--- src/hw/rtl/pwq_pkg.sv ---
// Shared types and constants for the priority wait queue.
`timescale 1ns / 1ps
package pwq_pkg;

   localparam int QUEUE_DEPTH_DEF = 16;

   localparam int HANDLE_W = 16;
   localparam int TASK_W   = 8;
   localparam int PRIO_W   = 8;
   localparam int STATUS_W = 2;

   localparam logic [PRIO_W-1:0] PRIO_LIMIT_RST = 8'd255;

   localparam logic CMD_PUT = 1'b0;
   localparam logic CMD_GET = 1'b1;

   localparam logic [STATUS_W-1:0] ST_PUT_OK   = 2'd0;
   localparam logic [STATUS_W-1:0] ST_PUT_FULL = 2'd1;
   localparam logic [STATUS_W-1:0] ST_GOT      = 2'd2;
   localparam logic [STATUS_W-1:0] ST_NONE     = 2'd3;

   typedef struct packed {
      logic [HANDLE_W-1:0] handle;
      logic [TASK_W-1:0]   client_task;
      logic [PRIO_W-1:0]   prio;
   } entry_type;

endpackage

--- src/hw/rtl/pwq_if.sv ---
// Request and response channel interfaces of the priority wait queue.
`timescale 1ns / 1ps
interface pwq_req_if;
   import pwq_pkg::*;
   logic                valid;
   logic                ready;
   logic                command;
   logic [HANDLE_W-1:0] request_handle;
   logic [TASK_W-1:0]   client_task;
   logic [PRIO_W-1:0]   priority_req;

   modport source (output valid, command, request_handle, client_task, priority_req,
                   input ready);
   modport sink   (input valid, command, request_handle, client_task, priority_req,
                   output ready);
endinterface

interface pwq_rsp_if;
   import pwq_pkg::*;
   logic                valid;
   logic                ready;
   logic [STATUS_W-1:0] status;
   logic [HANDLE_W-1:0] out_handle;
   logic [TASK_W-1:0]   out_task;
   logic [PRIO_W-1:0]   out_priority;
   logic                wake_server;

   modport source (output valid, status, out_handle, out_task, out_priority, wake_server,
                   input ready);
   modport sink   (input valid, status, out_handle, out_task, out_priority, wake_server,
                   output ready);
endinterface

--- src/hw/rtl/priority_wait_queue_unit.sv ---
// Priority wait queue: arrival-ordered entry memory with linear-scan get.
//
//   channel    direction  contents
//   req_chan   in         command, request_handle, client_task, priority_req
//   rsp_chan   out        status, out_handle, out_task, out_priority, wake_server
//   csr_*      in         priority_limit write (csr_wr_en, csr_wr_data)
//
// Put: result beat registered at accept.
// Get: scan for the lowest priority below the limit, then shift later entries down to
//   close the gap and respond, bounded by the single read port of the entry memory.
// Reset clears the state, entry count, limit and response valid; the memory is not cleared.
// A new beat is taken only when idle and the result register is free or draining.
`timescale 1ns / 1ps
module priority_wait_queue_unit #(
   parameter int QUEUE_DEPTH = pwq_pkg::QUEUE_DEPTH_DEF
) (
   input  logic                      clock,
   input  logic                      reset,
   pwq_req_if.sink                   req_chan,
   pwq_rsp_if.source                 rsp_chan,
   input  logic                      csr_wr_en,
   input  logic [pwq_pkg::PRIO_W-1:0] csr_wr_data
);
   import pwq_pkg::*;

   localparam int IDX_W = $clog2(QUEUE_DEPTH);
   localparam int CNT_W = $clog2(QUEUE_DEPTH + 1);

   localparam logic [1:0] S_IDLE  = 2'd0;
   localparam logic [1:0] S_SCAN  = 2'd1;
   localparam logic [1:0] S_SHIFT = 2'd2;
   localparam logic [1:0] S_DONE  = 2'd3;

   entry_type mem [QUEUE_DEPTH];

   logic [1:0]          state_ff, state_in;
   logic [CNT_W-1:0]    count_ff, count_in;
   logic [CNT_W-1:0]    issue_ff, issue_in;
   logic                chk_vld_ff, chk_vld_in;
   logic [IDX_W-1:0]    chk_idx_ff, chk_idx_in;
   logic [PRIO_W-1:0]   best_ff, best_in;
   logic [IDX_W-1:0]    pick_ff, pick_in;
   entry_type           word_ff, word_in;
   logic                found_ff, found_in;
   logic [PRIO_W-1:0]   limit_ff, limit_in;
   entry_type           rd_data_ff;

   logic                rsp_valid_ff, rsp_valid_in;
   logic [STATUS_W-1:0] rsp_status_ff, rsp_status_in;
   logic [HANDLE_W-1:0] rsp_handle_ff, rsp_handle_in;
   logic [TASK_W-1:0]   rsp_task_ff, rsp_task_in;
   logic [PRIO_W-1:0]   rsp_prio_ff, rsp_prio_in;
   logic                rsp_wake_ff, rsp_wake_in;

   logic                mem_we;
   logic [IDX_W-1:0]    mem_waddr;
   entry_type           mem_wdata;
   logic [IDX_W-1:0]    mem_raddr;

   logic                out_free;
   logic                req_fire;
   logic                scan_hit;
   logic                chk_last;
   logic [IDX_W-1:0]    pick_nx;
   logic                found_nx;

   assign out_free  = !rsp_valid_ff || rsp_chan.ready;
   assign req_chan.ready = (state_ff == S_IDLE) && out_free;
   assign req_fire  = req_chan.valid && req_chan.ready;
   assign mem_raddr = issue_ff[IDX_W-1:0];

   assign scan_hit = chk_vld_ff && (rd_data_ff.prio < best_ff);
   assign chk_last = chk_vld_ff && (CNT_W'(chk_idx_ff) == count_ff - CNT_W'(1));
   assign pick_nx  = scan_hit ? chk_idx_ff : pick_ff;
   assign found_nx = scan_hit || found_ff;

   assign limit_in = csr_wr_en ? csr_wr_data : limit_ff;

   assign rsp_chan.valid        = rsp_valid_ff;
   assign rsp_chan.status       = rsp_status_ff;
   assign rsp_chan.out_handle   = rsp_handle_ff;
   assign rsp_chan.out_task     = rsp_task_ff;
   assign rsp_chan.out_priority = rsp_prio_ff;
   assign rsp_chan.wake_server  = rsp_wake_ff;

   always_comb begin
      state_in      = state_ff;
      count_in      = count_ff;
      issue_in      = issue_ff;
      chk_vld_in    = 1'b0;
      chk_idx_in    = chk_idx_ff;
      best_in       = best_ff;
      pick_in       = pick_ff;
      word_in       = word_ff;
      found_in      = found_ff;
      mem_we        = 1'b0;
      mem_waddr     = '0;
      mem_wdata     = '0;
      rsp_valid_in  = rsp_valid_ff && !rsp_chan.ready;
      rsp_status_in = rsp_status_ff;
      rsp_handle_in = rsp_handle_ff;
      rsp_task_in   = rsp_task_ff;
      rsp_prio_in   = rsp_prio_ff;
      rsp_wake_in   = rsp_wake_ff;

      case (state_ff)
         S_IDLE: begin
            if (req_fire) begin
               if (req_chan.command == CMD_PUT) begin
                  rsp_valid_in  = 1'b1;
                  rsp_handle_in = '0;
                  rsp_task_in   = '0;
                  rsp_prio_in   = '0;
                  if (count_ff == CNT_W'(QUEUE_DEPTH)) begin
                     rsp_status_in = ST_PUT_FULL;
                     rsp_wake_in   = 1'b0;
                  end else begin
                     mem_we        = 1'b1;
                     mem_waddr     = count_ff[IDX_W-1:0];
                     mem_wdata     = '{handle: req_chan.request_handle,
                                       client_task: req_chan.client_task,
                                       prio: req_chan.priority_req};
                     count_in      = count_ff + CNT_W'(1);
                     rsp_status_in = ST_PUT_OK;
                     rsp_wake_in   = 1'b1;
                  end
               end else begin
                  best_in  = limit_ff;
                  found_in = 1'b0;
                  pick_in  = '0;
                  word_in  = '0;
                  issue_in = '0;
                  state_in = (count_ff == '0) ? S_DONE : S_SCAN;
               end
            end
         end
         S_SCAN: begin
            if (issue_ff < count_ff) begin
               chk_vld_in = 1'b1;
               chk_idx_in = issue_ff[IDX_W-1:0];
               issue_in   = issue_ff + CNT_W'(1);
            end
            if (scan_hit) begin
               best_in  = rd_data_ff.prio;
               pick_in  = chk_idx_ff;
               word_in  = rd_data_ff;
               found_in = 1'b1;
            end
            if (chk_last) begin
               if (found_nx && (CNT_W'(pick_nx) != count_ff - CNT_W'(1))) begin
                  issue_in = CNT_W'(pick_nx) + CNT_W'(1);
                  state_in = S_SHIFT;
               end else begin
                  state_in = S_DONE;
               end
            end
         end
         S_SHIFT: begin
            // move each later entry down by one slot
            if (issue_ff < count_ff) begin
               chk_vld_in = 1'b1;
               chk_idx_in = issue_ff[IDX_W-1:0];
               issue_in   = issue_ff + CNT_W'(1);
            end
            if (chk_vld_ff) begin
               mem_we    = 1'b1;
               mem_waddr = chk_idx_ff - IDX_W'(1);
               mem_wdata = rd_data_ff;
            end
            if (chk_last) begin
               state_in = S_DONE;
            end
         end
         S_DONE: begin
            if (out_free) begin
               rsp_valid_in = 1'b1;
               rsp_wake_in  = 1'b0;
               if (found_ff) begin
                  rsp_status_in = ST_GOT;
                  rsp_handle_in = word_ff.handle;
                  rsp_task_in   = word_ff.client_task;
                  rsp_prio_in   = word_ff.prio;
                  count_in      = count_ff - CNT_W'(1);
               end else begin
                  rsp_status_in = ST_NONE;
                  rsp_handle_in = '0;
                  rsp_task_in   = '0;
                  rsp_prio_in   = '0;
               end
               state_in = S_IDLE;
            end
         end
         default: begin
            state_in = S_IDLE;
         end
      endcase
   end

   always_ff @(posedge clock) begin
      if (mem_we) begin
         mem[mem_waddr] <= mem_wdata;
      end
      rd_data_ff <= mem[mem_raddr];
   end

   always_ff @(posedge clock) begin
      if (reset) begin
         state_ff     <= S_IDLE;
         count_ff     <= '0;
         chk_vld_ff   <= 1'b0;
         limit_ff     <= PRIO_LIMIT_RST;
         rsp_valid_ff <= 1'b0;
      end else begin
         state_ff     <= state_in;
         count_ff     <= count_in;
         chk_vld_ff   <= chk_vld_in;
         limit_ff     <= limit_in;
         rsp_valid_ff <= rsp_valid_in;
      end
   end

   always_ff @(posedge clock) begin
      issue_ff      <= issue_in;
      chk_idx_ff    <= chk_idx_in;
      best_ff       <= best_in;
      pick_ff       <= pick_in;
      word_ff       <= word_in;
      found_ff      <= found_in;
      rsp_status_ff <= rsp_status_in;
      rsp_handle_ff <= rsp_handle_in;
      rsp_task_ff   <= rsp_task_in;
      rsp_prio_ff   <= rsp_prio_in;
      rsp_wake_ff   <= rsp_wake_in;
   end

endmodule

--- src/flat_wrapper.sv ---
// flat-port wrapper written by rule: the top's interface ports become plain ports
module priority_wait_queue_unit_flat import pwq_pkg::*;
#(
   parameter int QUEUE_DEPTH = pwq_pkg::QUEUE_DEPTH_DEF
)
  (clock, reset, csr_wr_en, csr_wr_data, req_chan_valid, req_chan_command, req_chan_request_handle, req_chan_client_task, req_chan_priority_req, req_chan_ready, rsp_chan_valid, rsp_chan_status, rsp_chan_out_handle, rsp_chan_out_task, rsp_chan_out_priority, rsp_chan_wake_server, rsp_chan_ready);
  pwq_req_if req_chan_i ();
  pwq_rsp_if rsp_chan_i ();
  input  logic clock;
  input  logic reset;
  input  logic csr_wr_en;
  input  logic [pwq_pkg::PRIO_W-1:0] csr_wr_data;
  input wire logic [$bits(req_chan_i.valid)-1:0] req_chan_valid;
  input wire logic [$bits(req_chan_i.command)-1:0] req_chan_command;
  input wire logic [$bits(req_chan_i.request_handle)-1:0] req_chan_request_handle;
  input wire logic [$bits(req_chan_i.client_task)-1:0] req_chan_client_task;
  input wire logic [$bits(req_chan_i.priority_req)-1:0] req_chan_priority_req;
  output wire logic [$bits(req_chan_i.ready)-1:0] req_chan_ready;
  output wire logic [$bits(rsp_chan_i.valid)-1:0] rsp_chan_valid;
  output wire logic [$bits(rsp_chan_i.status)-1:0] rsp_chan_status;
  output wire logic [$bits(rsp_chan_i.out_handle)-1:0] rsp_chan_out_handle;
  output wire logic [$bits(rsp_chan_i.out_task)-1:0] rsp_chan_out_task;
  output wire logic [$bits(rsp_chan_i.out_priority)-1:0] rsp_chan_out_priority;
  output wire logic [$bits(rsp_chan_i.wake_server)-1:0] rsp_chan_wake_server;
  input wire logic [$bits(rsp_chan_i.ready)-1:0] rsp_chan_ready;
  assign req_chan_i.valid = req_chan_valid;
  assign req_chan_i.command = req_chan_command;
  assign req_chan_i.request_handle = req_chan_request_handle;
  assign req_chan_i.client_task = req_chan_client_task;
  assign req_chan_i.priority_req = req_chan_priority_req;
  assign req_chan_ready = req_chan_i.ready;
  assign rsp_chan_valid = rsp_chan_i.valid;
  assign rsp_chan_status = rsp_chan_i.status;
  assign rsp_chan_out_handle = rsp_chan_i.out_handle;
  assign rsp_chan_out_task = rsp_chan_i.out_task;
  assign rsp_chan_out_priority = rsp_chan_i.out_priority;
  assign rsp_chan_wake_server = rsp_chan_i.wake_server;
  assign rsp_chan_i.ready = rsp_chan_ready;
  priority_wait_queue_unit #(.QUEUE_DEPTH(QUEUE_DEPTH)) u_core (.clock(clock), .reset(reset), .req_chan(req_chan_i), .rsp_chan(rsp_chan_i), .csr_wr_en(csr_wr_en), .csr_wr_data(csr_wr_data));
endmodule
--- config.mk ---
export PLATFORM = sky130hd
export DESIGN_NAME = priority_wait_queue_unit_flat
export DESIGN_NICKNAME = d
export VERILOG_FILES = /design/src/hw/rtl/pwq_pkg.sv /design/src/hw/rtl/pwq_if.sv /design/src/hw/rtl/priority_wait_queue_unit.sv /design/src/flat_wrapper.sv
export SDC_FILE = /design/constraint.sdc
export NUM_CORES = 1
export LEC_CHECK = 0
export BUFFER_PORTS_ARGS = -buffer_cell sky130_fd_sc_hd__clkbuf_2
export CAP_MARGIN = 20
export CORE_ASPECT_RATIO = 1.2
export CORE_MARGIN = 4
export CORE_UTILIZATION = 45
export DETAILED_ROUTE_END_ITERATION = 8
export GPL_ROUTABILITY_DRIVEN = 1
export PLACE_DENSITY_LB_ADDON = 0.12
export SYNTH_ARGS = -nofsm -noshare
export SYNTH_HDL_FRONTEND = slang
export SYNTH_SLANG_ARGS = --single-unit
--- constraint.sdc ---
create_clock -name clock -period 12.1 [get_ports clock]
set_input_delay 0 -clock clock [delete_from_list [all_inputs] [get_ports clock]]
set_output_delay 0 -clock clock [all_outputs]
set_load 0.03 [all_outputs]
After elaboration in Yosys (flattened, before gate mapping)
Memory sizes are Yosys's and may differ from the RTL's. A register that Yosys moved wholly into a read port is not among the register bits.
Index checks and enable logic that the tools add are counted.
- flip-flop bits (word level): 106
- RAM bits: 512
- word-level logic and storage cells: 147
- memories: 1
- output and inout bits: 37
- multiplexer cells: 81
- equal/unequal tests: 15
- $add $sub $neg: 5
- $lt $le $gt $ge: 2
- reductions and logical operators: 24
- bitwise operators: 1
- memory list (memory ; depth ; bits a word ; rd ports ; clocked after Yosys merged registers in ; wr ports ; RTL line ; text):
    u_core.mem ; 16 ; 32 ; 1 ; 1 ; 1 ; priority_wait_queue_unit.sv:34 ; entry_type mem [QUEUE_DEPTH];
- operators with widths (operator ; number):
    $mux 32 ; 7
    $pmux 32 s2 ; 2
    $mux 8 ; 9
    $mux 16 ; 4
    $mux 5 ; 10
    $pmux 8 s2 ; 3
    $pmux 16 s2 ; 1
    $mux 4 ; 7
    $mux 1 ; 19
    $mux 2 ; 9
    $pmux 4 s2 ; 2
    $pmux 5 s3 ; 1
    $ne 2x1->1 const B ; 6
    $add 5x1->5 const B ; 2
    $pmux 5 s2 ; 1
    $lt 8x8->1 ; 1
    $pmux 1 s2 ; 4
    $pmux 2 s4 ; 1
    $reduce_and 4->1 ; 2
    $logic_and 1x1->1 ; 6
    $ne 2x2->1 const B ; 3
    $reduce_and 3->1 ; 2
    $reduce_and 6->1 ; 1
    $add 4x1->5 const B ; 1
    19 further kinds ; 24

Depth between registers and ports, before layout
Gate-level depths: netlist (run 1).
- depth after elaboration: 8
- mapped depth: 11
- mapped depth without buffers: 11

Worst setup path before layout (run 1)
Ideal clock, no wire load.
- path kind: register to register
- start point: register u_core.state_ff[1]
- end point: register u_core.best_ff[0], enable pin
- setup slack: 7.198 ns
- setup time: 0.502 ns
- cell stages (with the launch flop): 7
- clock period less this slack: 4.902 ns
- arrival time: 4.400 ns
- cell sequence: dfxtp_1 > inv_1 > ha_1 > clkbuf_1 > inv_1 > o21ai_0 > a21boi_0
- cells in the longest elaborated chain, start to end: 5
- RTL lines (what ; RTL line ; text):
    start, declared ; priority_wait_queue_unit.sv:36 ; logic [1:0] state_ff, state_in;
    start signal, assigned ; priority_wait_queue_unit.sv:214 ; state_ff <= state_in;
    $logic_not 2->1 ; priority_wait_queue_unit.sv:68, priority_wait_queue_unit.sv:106 ;
    $logic_and 1x1->1 ; priority_wait_queue_unit.sv:68 ; assign req_chan.ready = (state_ff == S_IDLE) && out_free;
    $logic_and 1x1->1 ; priority_wait_queue_unit.sv:69 ; assign req_fire = req_chan.valid && req_chan.ready;
    $ne 2x1->1 (no line) ; -- ;
    $reduce_and 4->1 (no line) (*) ; -- ;
    end signal, assigned ; priority_wait_queue_unit.sv:225 ; best_ff <= best_in;
    end, declared ; priority_wait_queue_unit.sv:41 ; logic [PRIO_W-1:0] best_ff, best_in;
Mark *: on every way between the ends. The rest lies on a longest branch, timed or not.
A chain may end at the register's enable or synchronous reset.

Final worst setup path (run 1)
- start point: register u_core.state_ff[0]
- end point: memory u_core.mem[15][30] in the netlist's numbering, enable pin
- cells in the longest elaborated chain, start to end: 7
- RTL lines (what ; RTL line ; text):
    $logic_not 2->1 ; priority_wait_queue_unit.sv:68, priority_wait_queue_unit.sv:106 ;
    $logic_and 1x1->1 ; priority_wait_queue_unit.sv:68 ;
    $logic_and 1x1->1 ; priority_wait_queue_unit.sv:69 ;
    $mux 1 ; priority_wait_queue_unit.sv:108 ; if (req_fire) begin
    $pmux 1 s2 ; priority_wait_queue_unit.sv:106 ; case (state_ff)
    $mux 1 ; priority_wait_queue_unit.sv:200 ; if (mem_we) begin
    $mux 1 (not written as such) ; priority_wait_queue_unit.sv:201 ; mem[mem_waddr] <= mem_wdata;
    end, declared ; priority_wait_queue_unit.sv:34 ;
Parallel ways exist; a longest one is shown, timed or not.

==> out/results.tsv, run 1 <==
metric	value	unit
setup_viol	0	
portBuffers	82	
slowest_stage	nor2_4	
yosysWarnings	0	
wl	57900	µm
comb_power_share	25.0	%
worst-setup-path-type	reg -> reg	
placed_area	0.0268	mm²
coreArea	0.0559	mm²
instances_no_fill	2144	
wl_per_cell	27.0	µm
postSynth.asyncResetShare	0	%
syn_inst	1233	
die_width	225	µm
vias	12300	
grt_pass1_vias	12900	
clkSlewWorstSetupHoldPaths	0.06	ns
crit_family	simple AND/OR/NAND/NOR gates	
max-vdd-ir-drop	0.172	mV
place_hpwl	31600	µm
rows	95	
utilization	52.4	%
worst_pin_slew	1.16	ns
clkLatencyLatePin	0.59	ns
synth_edf_count	601	
synth_compound_area_share	3.36	%
p_sw	1.93	mW
diodes	0	
clock-sinks	650	
fin_skew	0.0208	ns
p_leak	9.84	nW
grt_pass1_wl	86000	µm
cts_tree	yes	
vias_per_cell	5.73	
layout.nets	1434	
start_kind	flip-flop	
yosys.area_share.adder	1.04	%
die_area	0.0602	mm²
dr.pass1.iters	5	
cts-buffers-inserted	66	
fillers	4435	
layout-drive-gt1-share	28.6	%
die_y	268	µm
power_per_cell_area	230	mW/mm²
synth_xor_xnor_area_share	0.622	%
ys_seq_elements	650	
finalInstanceArea	0.0292	mm²
grt_max_degree	64	
setup_tns	0	ns
hold_violations	0	
swShare	28.7	%
internal_power	4.80	mW
syn2layout_area_growth	15.4	%
worst-path-buf-inv	3	
synth_top_family_by_area	multiplexers	
ant_nets	0	
synth_area	0.0254	mm²
synthSimpleGateAreaFrac	4.08	%
place_inst	2003	
start_util	45.4	%
yosysUniqueCellTypes	58	
crit_chain	inv_1 > ha_1 > nand4b_1 > nor2_4 > buf_4 > a22oi_1 > nor2_4 > buf_4	
ios	83	
finalWeightedCongestion	0.796	
synthFlopType	edfxtp_1	
slew_headroom	22.4	%
p_seq_share	43.5	%
avgSynthCellArea	20.6	µm²
syn_nets	1300	
status	finished, final reports clean	
hold_class	in -> reg	
slowest_delay	0.59	ns
cts_hold_buf	22	
fin_crit_sh	32.8	%
cts_root_buf	clkbuf_16	
postCtsSetupBuffers	0	
antenna_found_initial	5	
grt-ovfl-total	0	
finalCriticalPeriod	3.97	ns
final_max_slew_viol_count	0	
endpoint_kind	flip-flop	
grt.total_usage	19.5	%
initialDrtViolationCount	1192	
maxCapViolCount	0	
grt_setup_unrepaired	false	
max_freq	252	MHz
yosysSeqAreaShare	75.1	%
clkPwrFrac	31.5	%
drcViolationCount	0	
cts.path.max_buffers	3	
cp.arrival	4.19	ns
cts_resized	0	
htree_num_levels	3	
synth_mux_area_share	14.5	%
finalPower	6.73	mW
cp_max_fo	39	
critPathRequiredTime	12.32	ns
## state kept, by name, summed over array words and instances, names as in the netlist
name,flops
u_core.rsp_chan.valid,1
u_core.chk_idx_ff,4
u_core.chk_vld_ff,1
u_core.rsp_chan.out_priority,8
u_core.count_ff,5
u_core.best_ff,8
u_core.rsp_chan.out_handle,16
u_core.rd_data_ff,32
u_core.word_ff,32
u_core.issue_ff,5
u_core.limit_ff,8
u_core.pick_ff,4
u_core.state_ff,2
u_core.rsp_chan.wake_server,1
u_core.found_ff,1
u_core.mem,512
u_core.rsp_chan.out_task,8
u_core.rsp_chan.status,2
## tightest hold or removal path, stage by stage
cell,delay [ns]
clkbuf_2,0.11
nand4_1,0.11
nand2_1,0.18
## layer usage
layer / vias to the layer above / global-route usage [%] / routed length, µm
met5: - / 0 / 0
met3: 66 / 3.05 / 3150
met4: 0 / 5.20 / 1030
met2: 365 / 32.3 / 29000
li1: 5339 / - / -
met1: 6524 / 27.5 / 24700
## synthesized netlist by cell type, types with 8 or more instances
master | n | share of area [%]
edfxtp_1 | 601 | 71
mux4_2 | 160 | 14
dfxtp_1 | 49 | 3.9
clkbuf_1 | 46 | 0.68
and3_1 | 39 | 0.96
and2_1 | 37 | 0.91
a22o_1 | 32 | 1.1
nor2_1 | 26 | 0.38
inv_1 | 24 | 0.36
ha_1 | 21 | 1.0
nand2_1 | 17 | 0.25
nor2b_1 | 17 | 0.42
a21o_1 | 14 | 0.41
a21oi_1 | 12 | 0.24
buf_2 | 12 | 0.24
xnor2_1 | 10 | 0.35
o21ai_0 | 9 | 0.18
a211o_1 | 8 | 0.28
nand3_1 | 8 | 0.16
xor2_1 | 8 | 0.28
## stage by stage
stage	worst slack, ns	hold slack (ns)
after floorplan	7.20	0.118
after global placement	8.19	0.210
after detailed placement	8.10	0.217
after CTS	8.07	0.00995
after global routing	7.93	0.0692
final	8.13	0.0330
## power groups by stage
stage	sequential, mW	combinational [mW]	clock [mW]
global placement	2.97	1.69	0
floorplan	3.03	1.15	0
detailed placement	2.97	1.71	0
CTS	2.93	1.72	2.16
global route	2.95	1.82	2.26
finish	2.92	1.68	2.12
## cell usage in the layout, fill, tap and decap left out, drive strengths merged, types with 10 or more instances in the layout
cell type    count
nand2           17
nor2b           17
mux4           160
a21oi           12
xnor2           10
nor2            26
dlygate4sd3     22
clkbuf         160
a21o            14
edfxtp         601
inv             27
buf             27
clkinv          24
ha              21
and3            40
and2            37
bufinv          11
dfxtp           49
a22o            32
o21ai           14
## path summary, 6_finish.rpt
path | endpoint | slack, ns | start | depth (start not counted)
min reg2reg | u_core.best_ff[0] | 0.53 | u_core.limit_ff[0] | 1
max | u_core.mem[15][30] | 8.13 | u_core.state_ff[0] | 8
min | u_core.issue_ff[0] | 0.03 | req_chan_valid | 3
max reg2reg | u_core.mem[15][30] | 8.13 | u_core.state_ff[0] | 8
## cell type report
cell class / instances / area, µm² / area share, %
Multi-Input combinational cell: 494 / 6100 / 20.9
Timing Repair Buffer: 131 / 871 / 2.98
Clock buffer: 78 / 1760 / 6.02
Inverter: 24 / 90.1 / 0.308
Tap cell: 727 / 910 / 3.11
Clock inverter: 40 / 484 / 1.66
Sequential cell: 650 / 19000 / 65.1
## logic make-up (layout without fill, tap and decap cells)
logic type	count (synthesis)	after routing
flops	650	650
simple gates	179	179
mux	166	166
compound gates	110	110
buf+inv	89	273
fa+ha+maj	21	21
xor+xnor	18	18
Note: power is estimated with default switching activity, not from simulation.
==> run 2, diff against run 1 <==
Clock period 12.1 ns to 3.7 ns, I/O delays scaled along.
==> out/results.tsv, run 2 (synthesis gave the netlist of run 1 again) <==
metric	value	unit
cts_root_buf	clkbuf_16	
reg2reg_slack	0.74	ns
layout.nets	1452	
critPathRequiredTime	4.05	ns
wl_met1	25000	µm
dr.pass1.iters	5	
wl_per_cell	26.9	µm
cts_tree	yes	
start_util	45.4	%
fin_skew	0.0296	ns
layout-drive-gt1-share	28.4	%
status	finished, final reports clean	
max_freq	337	MHz
grt_setup_unrepaired	false	
place_hpwl	32200	µm
max-vdd-ir-drop	0.527	mV
finalPower	21.5	mW
worst_pin_slew	0.909	ns
clock-sinks	650	
final_cell_mix	edfxtp_1 (601), mux4_2 (160), clkbuf_2 (82), clkbuf_16 (68), dfxtp_1 (49)	
slew_headroom	39.4	%
portBuffers	82	
startpoint	u_core.state_ff[0]	
place_inst	2022	
regMostFlops	u_core.mem	
grt.total_usage	19.6	%
rows	95	
wl	58200	µm
finalCriticalPeriod	2.96	ns
clkLatencyLatePin	0.60	ns
finalWeightedCongestion	0.776	
endpoint_kind	flip-flop	
maxCapViolCount	0	
rr_worst_depth	8	
fin_crit_sh	80.1	%
cp.arrival	3.31	ns
ios	83	
vias_per_cell	5.70	
final_max_slew_viol_count	0	
grt_pass1_vias	12900	
placed_area	0.0270	mm²
p_leak	9.84	nW
syn2layout_area_growth	15.6	%
coreArea	0.0559	mm²
final_common_cell	edfxtp_1	
grt_pass1_wl	86100	µm
initialDrtViolationCount	1160	
top_regs	u_core.mem: 512 flops, u_core.rd_data_ff: 32 flops, u_core.word_ff: 32 flops	
clkSlewWorstSetupHoldPaths	0.06	ns
finalInstanceArea	0.0293	mm²
hold_violations	0	
grt-ovfl-total	0	
cts-buffers-inserted	66	
start_kind	flip-flop	
crit_path_end	u_core.mem[12][5]	
drcViolationCount	0	
die_y	268	µm
worst-setup-path-type	reg -> reg	
highest_layer	met4	
r2r-start	u_core.state_ff[0]	
hold_class	in -> reg	
wl_met3	4130	µm
setup_viol	0	
instances_no_fill	2166	
vias	12400	
wl_met2	27900	µm
power_per_cell_area	733	mW/mm²
die_width	225	µm
timing.rr.end	u_core.mem[12][5]	
grt_max_degree	133	
antenna_found_initial	2	
largest_register_ffs	512	
setup_tns	0	ns
die_area	0.0602	mm²
htree_num_levels	3	
cts.path.max_buffers	3	
ant_nets	0	
cts_resized	0	
cp_max_fo	24	
## run 2: how the worst min path moves through the flow
| stage | from | cells past startpoint | slack [ns] | to |
|---|---|---|---|---|
| after floorplan | csr_wr_data[7] | 1 | 0.12 | u_core.limit_ff[7] |
| after global placement | csr_wr_data[0] | 2 | 0.21 | u_core.limit_ff[0] |
| after detailed placement | csr_wr_data[7] | 2 | 0.21 | u_core.limit_ff[7] |
| after CTS | req_chan_valid | 3 | 0.0002 | u_core.issue_ff[3] |
| after global routing | req_chan_valid | 3 | 0.05 | u_core.issue_ff[3] |
| final | req_chan_valid | 3 | 0.03 | u_core.issue_ff[3] |
## run 2: where the power goes
group,switching (mW),total (mW),internal (mW),leakage [nW]
Clock,2.68,6.34,3.65,0.993
Sequential,0.390,9.48,9.09,5.99
Combinational,3.19,5.66,2.47,2.86
Total,6.26,21.5,15.2,9.84
## run 2: layout make-up
class	instances	area [µm²]
Tap cell	727	910
Clock inverter	22	195
Inverter	24	90.1
Multi-Input combinational cell	494	6100
Antenna cell	1	2.50
Sequential cell	650	19000
Fill cell	4411	26600
Timing Repair Buffer	149	1110
Clock buffer	99	1870
## run 2: worst max-delay path, stage by stage (launching register included)
cell and delay (ns):
dfxtp_1 0.35, inv_1 0.11, ha_1 0.18, nand4b_1 0.18, nor2_4 0.49, buf_4 0.54, a21o_1 0.42, nor2_4 0.22
buf_12 0.21
## run 2: stage by stage
step | utilization (%) | hold slack [ns] | setup slack [ns]
4_1_cts | 52.5 | 0.000197 | 0.719
5_1_grt | 52.5 | 0.0505 | 0.502
2_1_floorplan | - | 0.118 | 0.0881
3_5_place_dp | 48.4 | 0.209 | 0.738
6_report | 52.5 | 0.0331 | 0.737
3_3_place_gp | 48.4 | 0.210 | 0.835
## run 2: routing by layer
| layer | global-route usage, % | vias up |
|---|---|---|
| li1 | - | 5388 |
| met1 | 28.3 | 6509 |
| met2 | 30.9 | 377 |
| met3 | 3.88 | 76 |
| met4 | 5.63 | 0 |
| met5 | 0 | - |
## run 2: timing repair
| item | 4_1_cts | 5_1_grt |
|---|---|---|
| hold endpoints to repair | 22 | 0 |
| setup buffers | 0 | 0 |
| hold buffers | 22 | 0 |
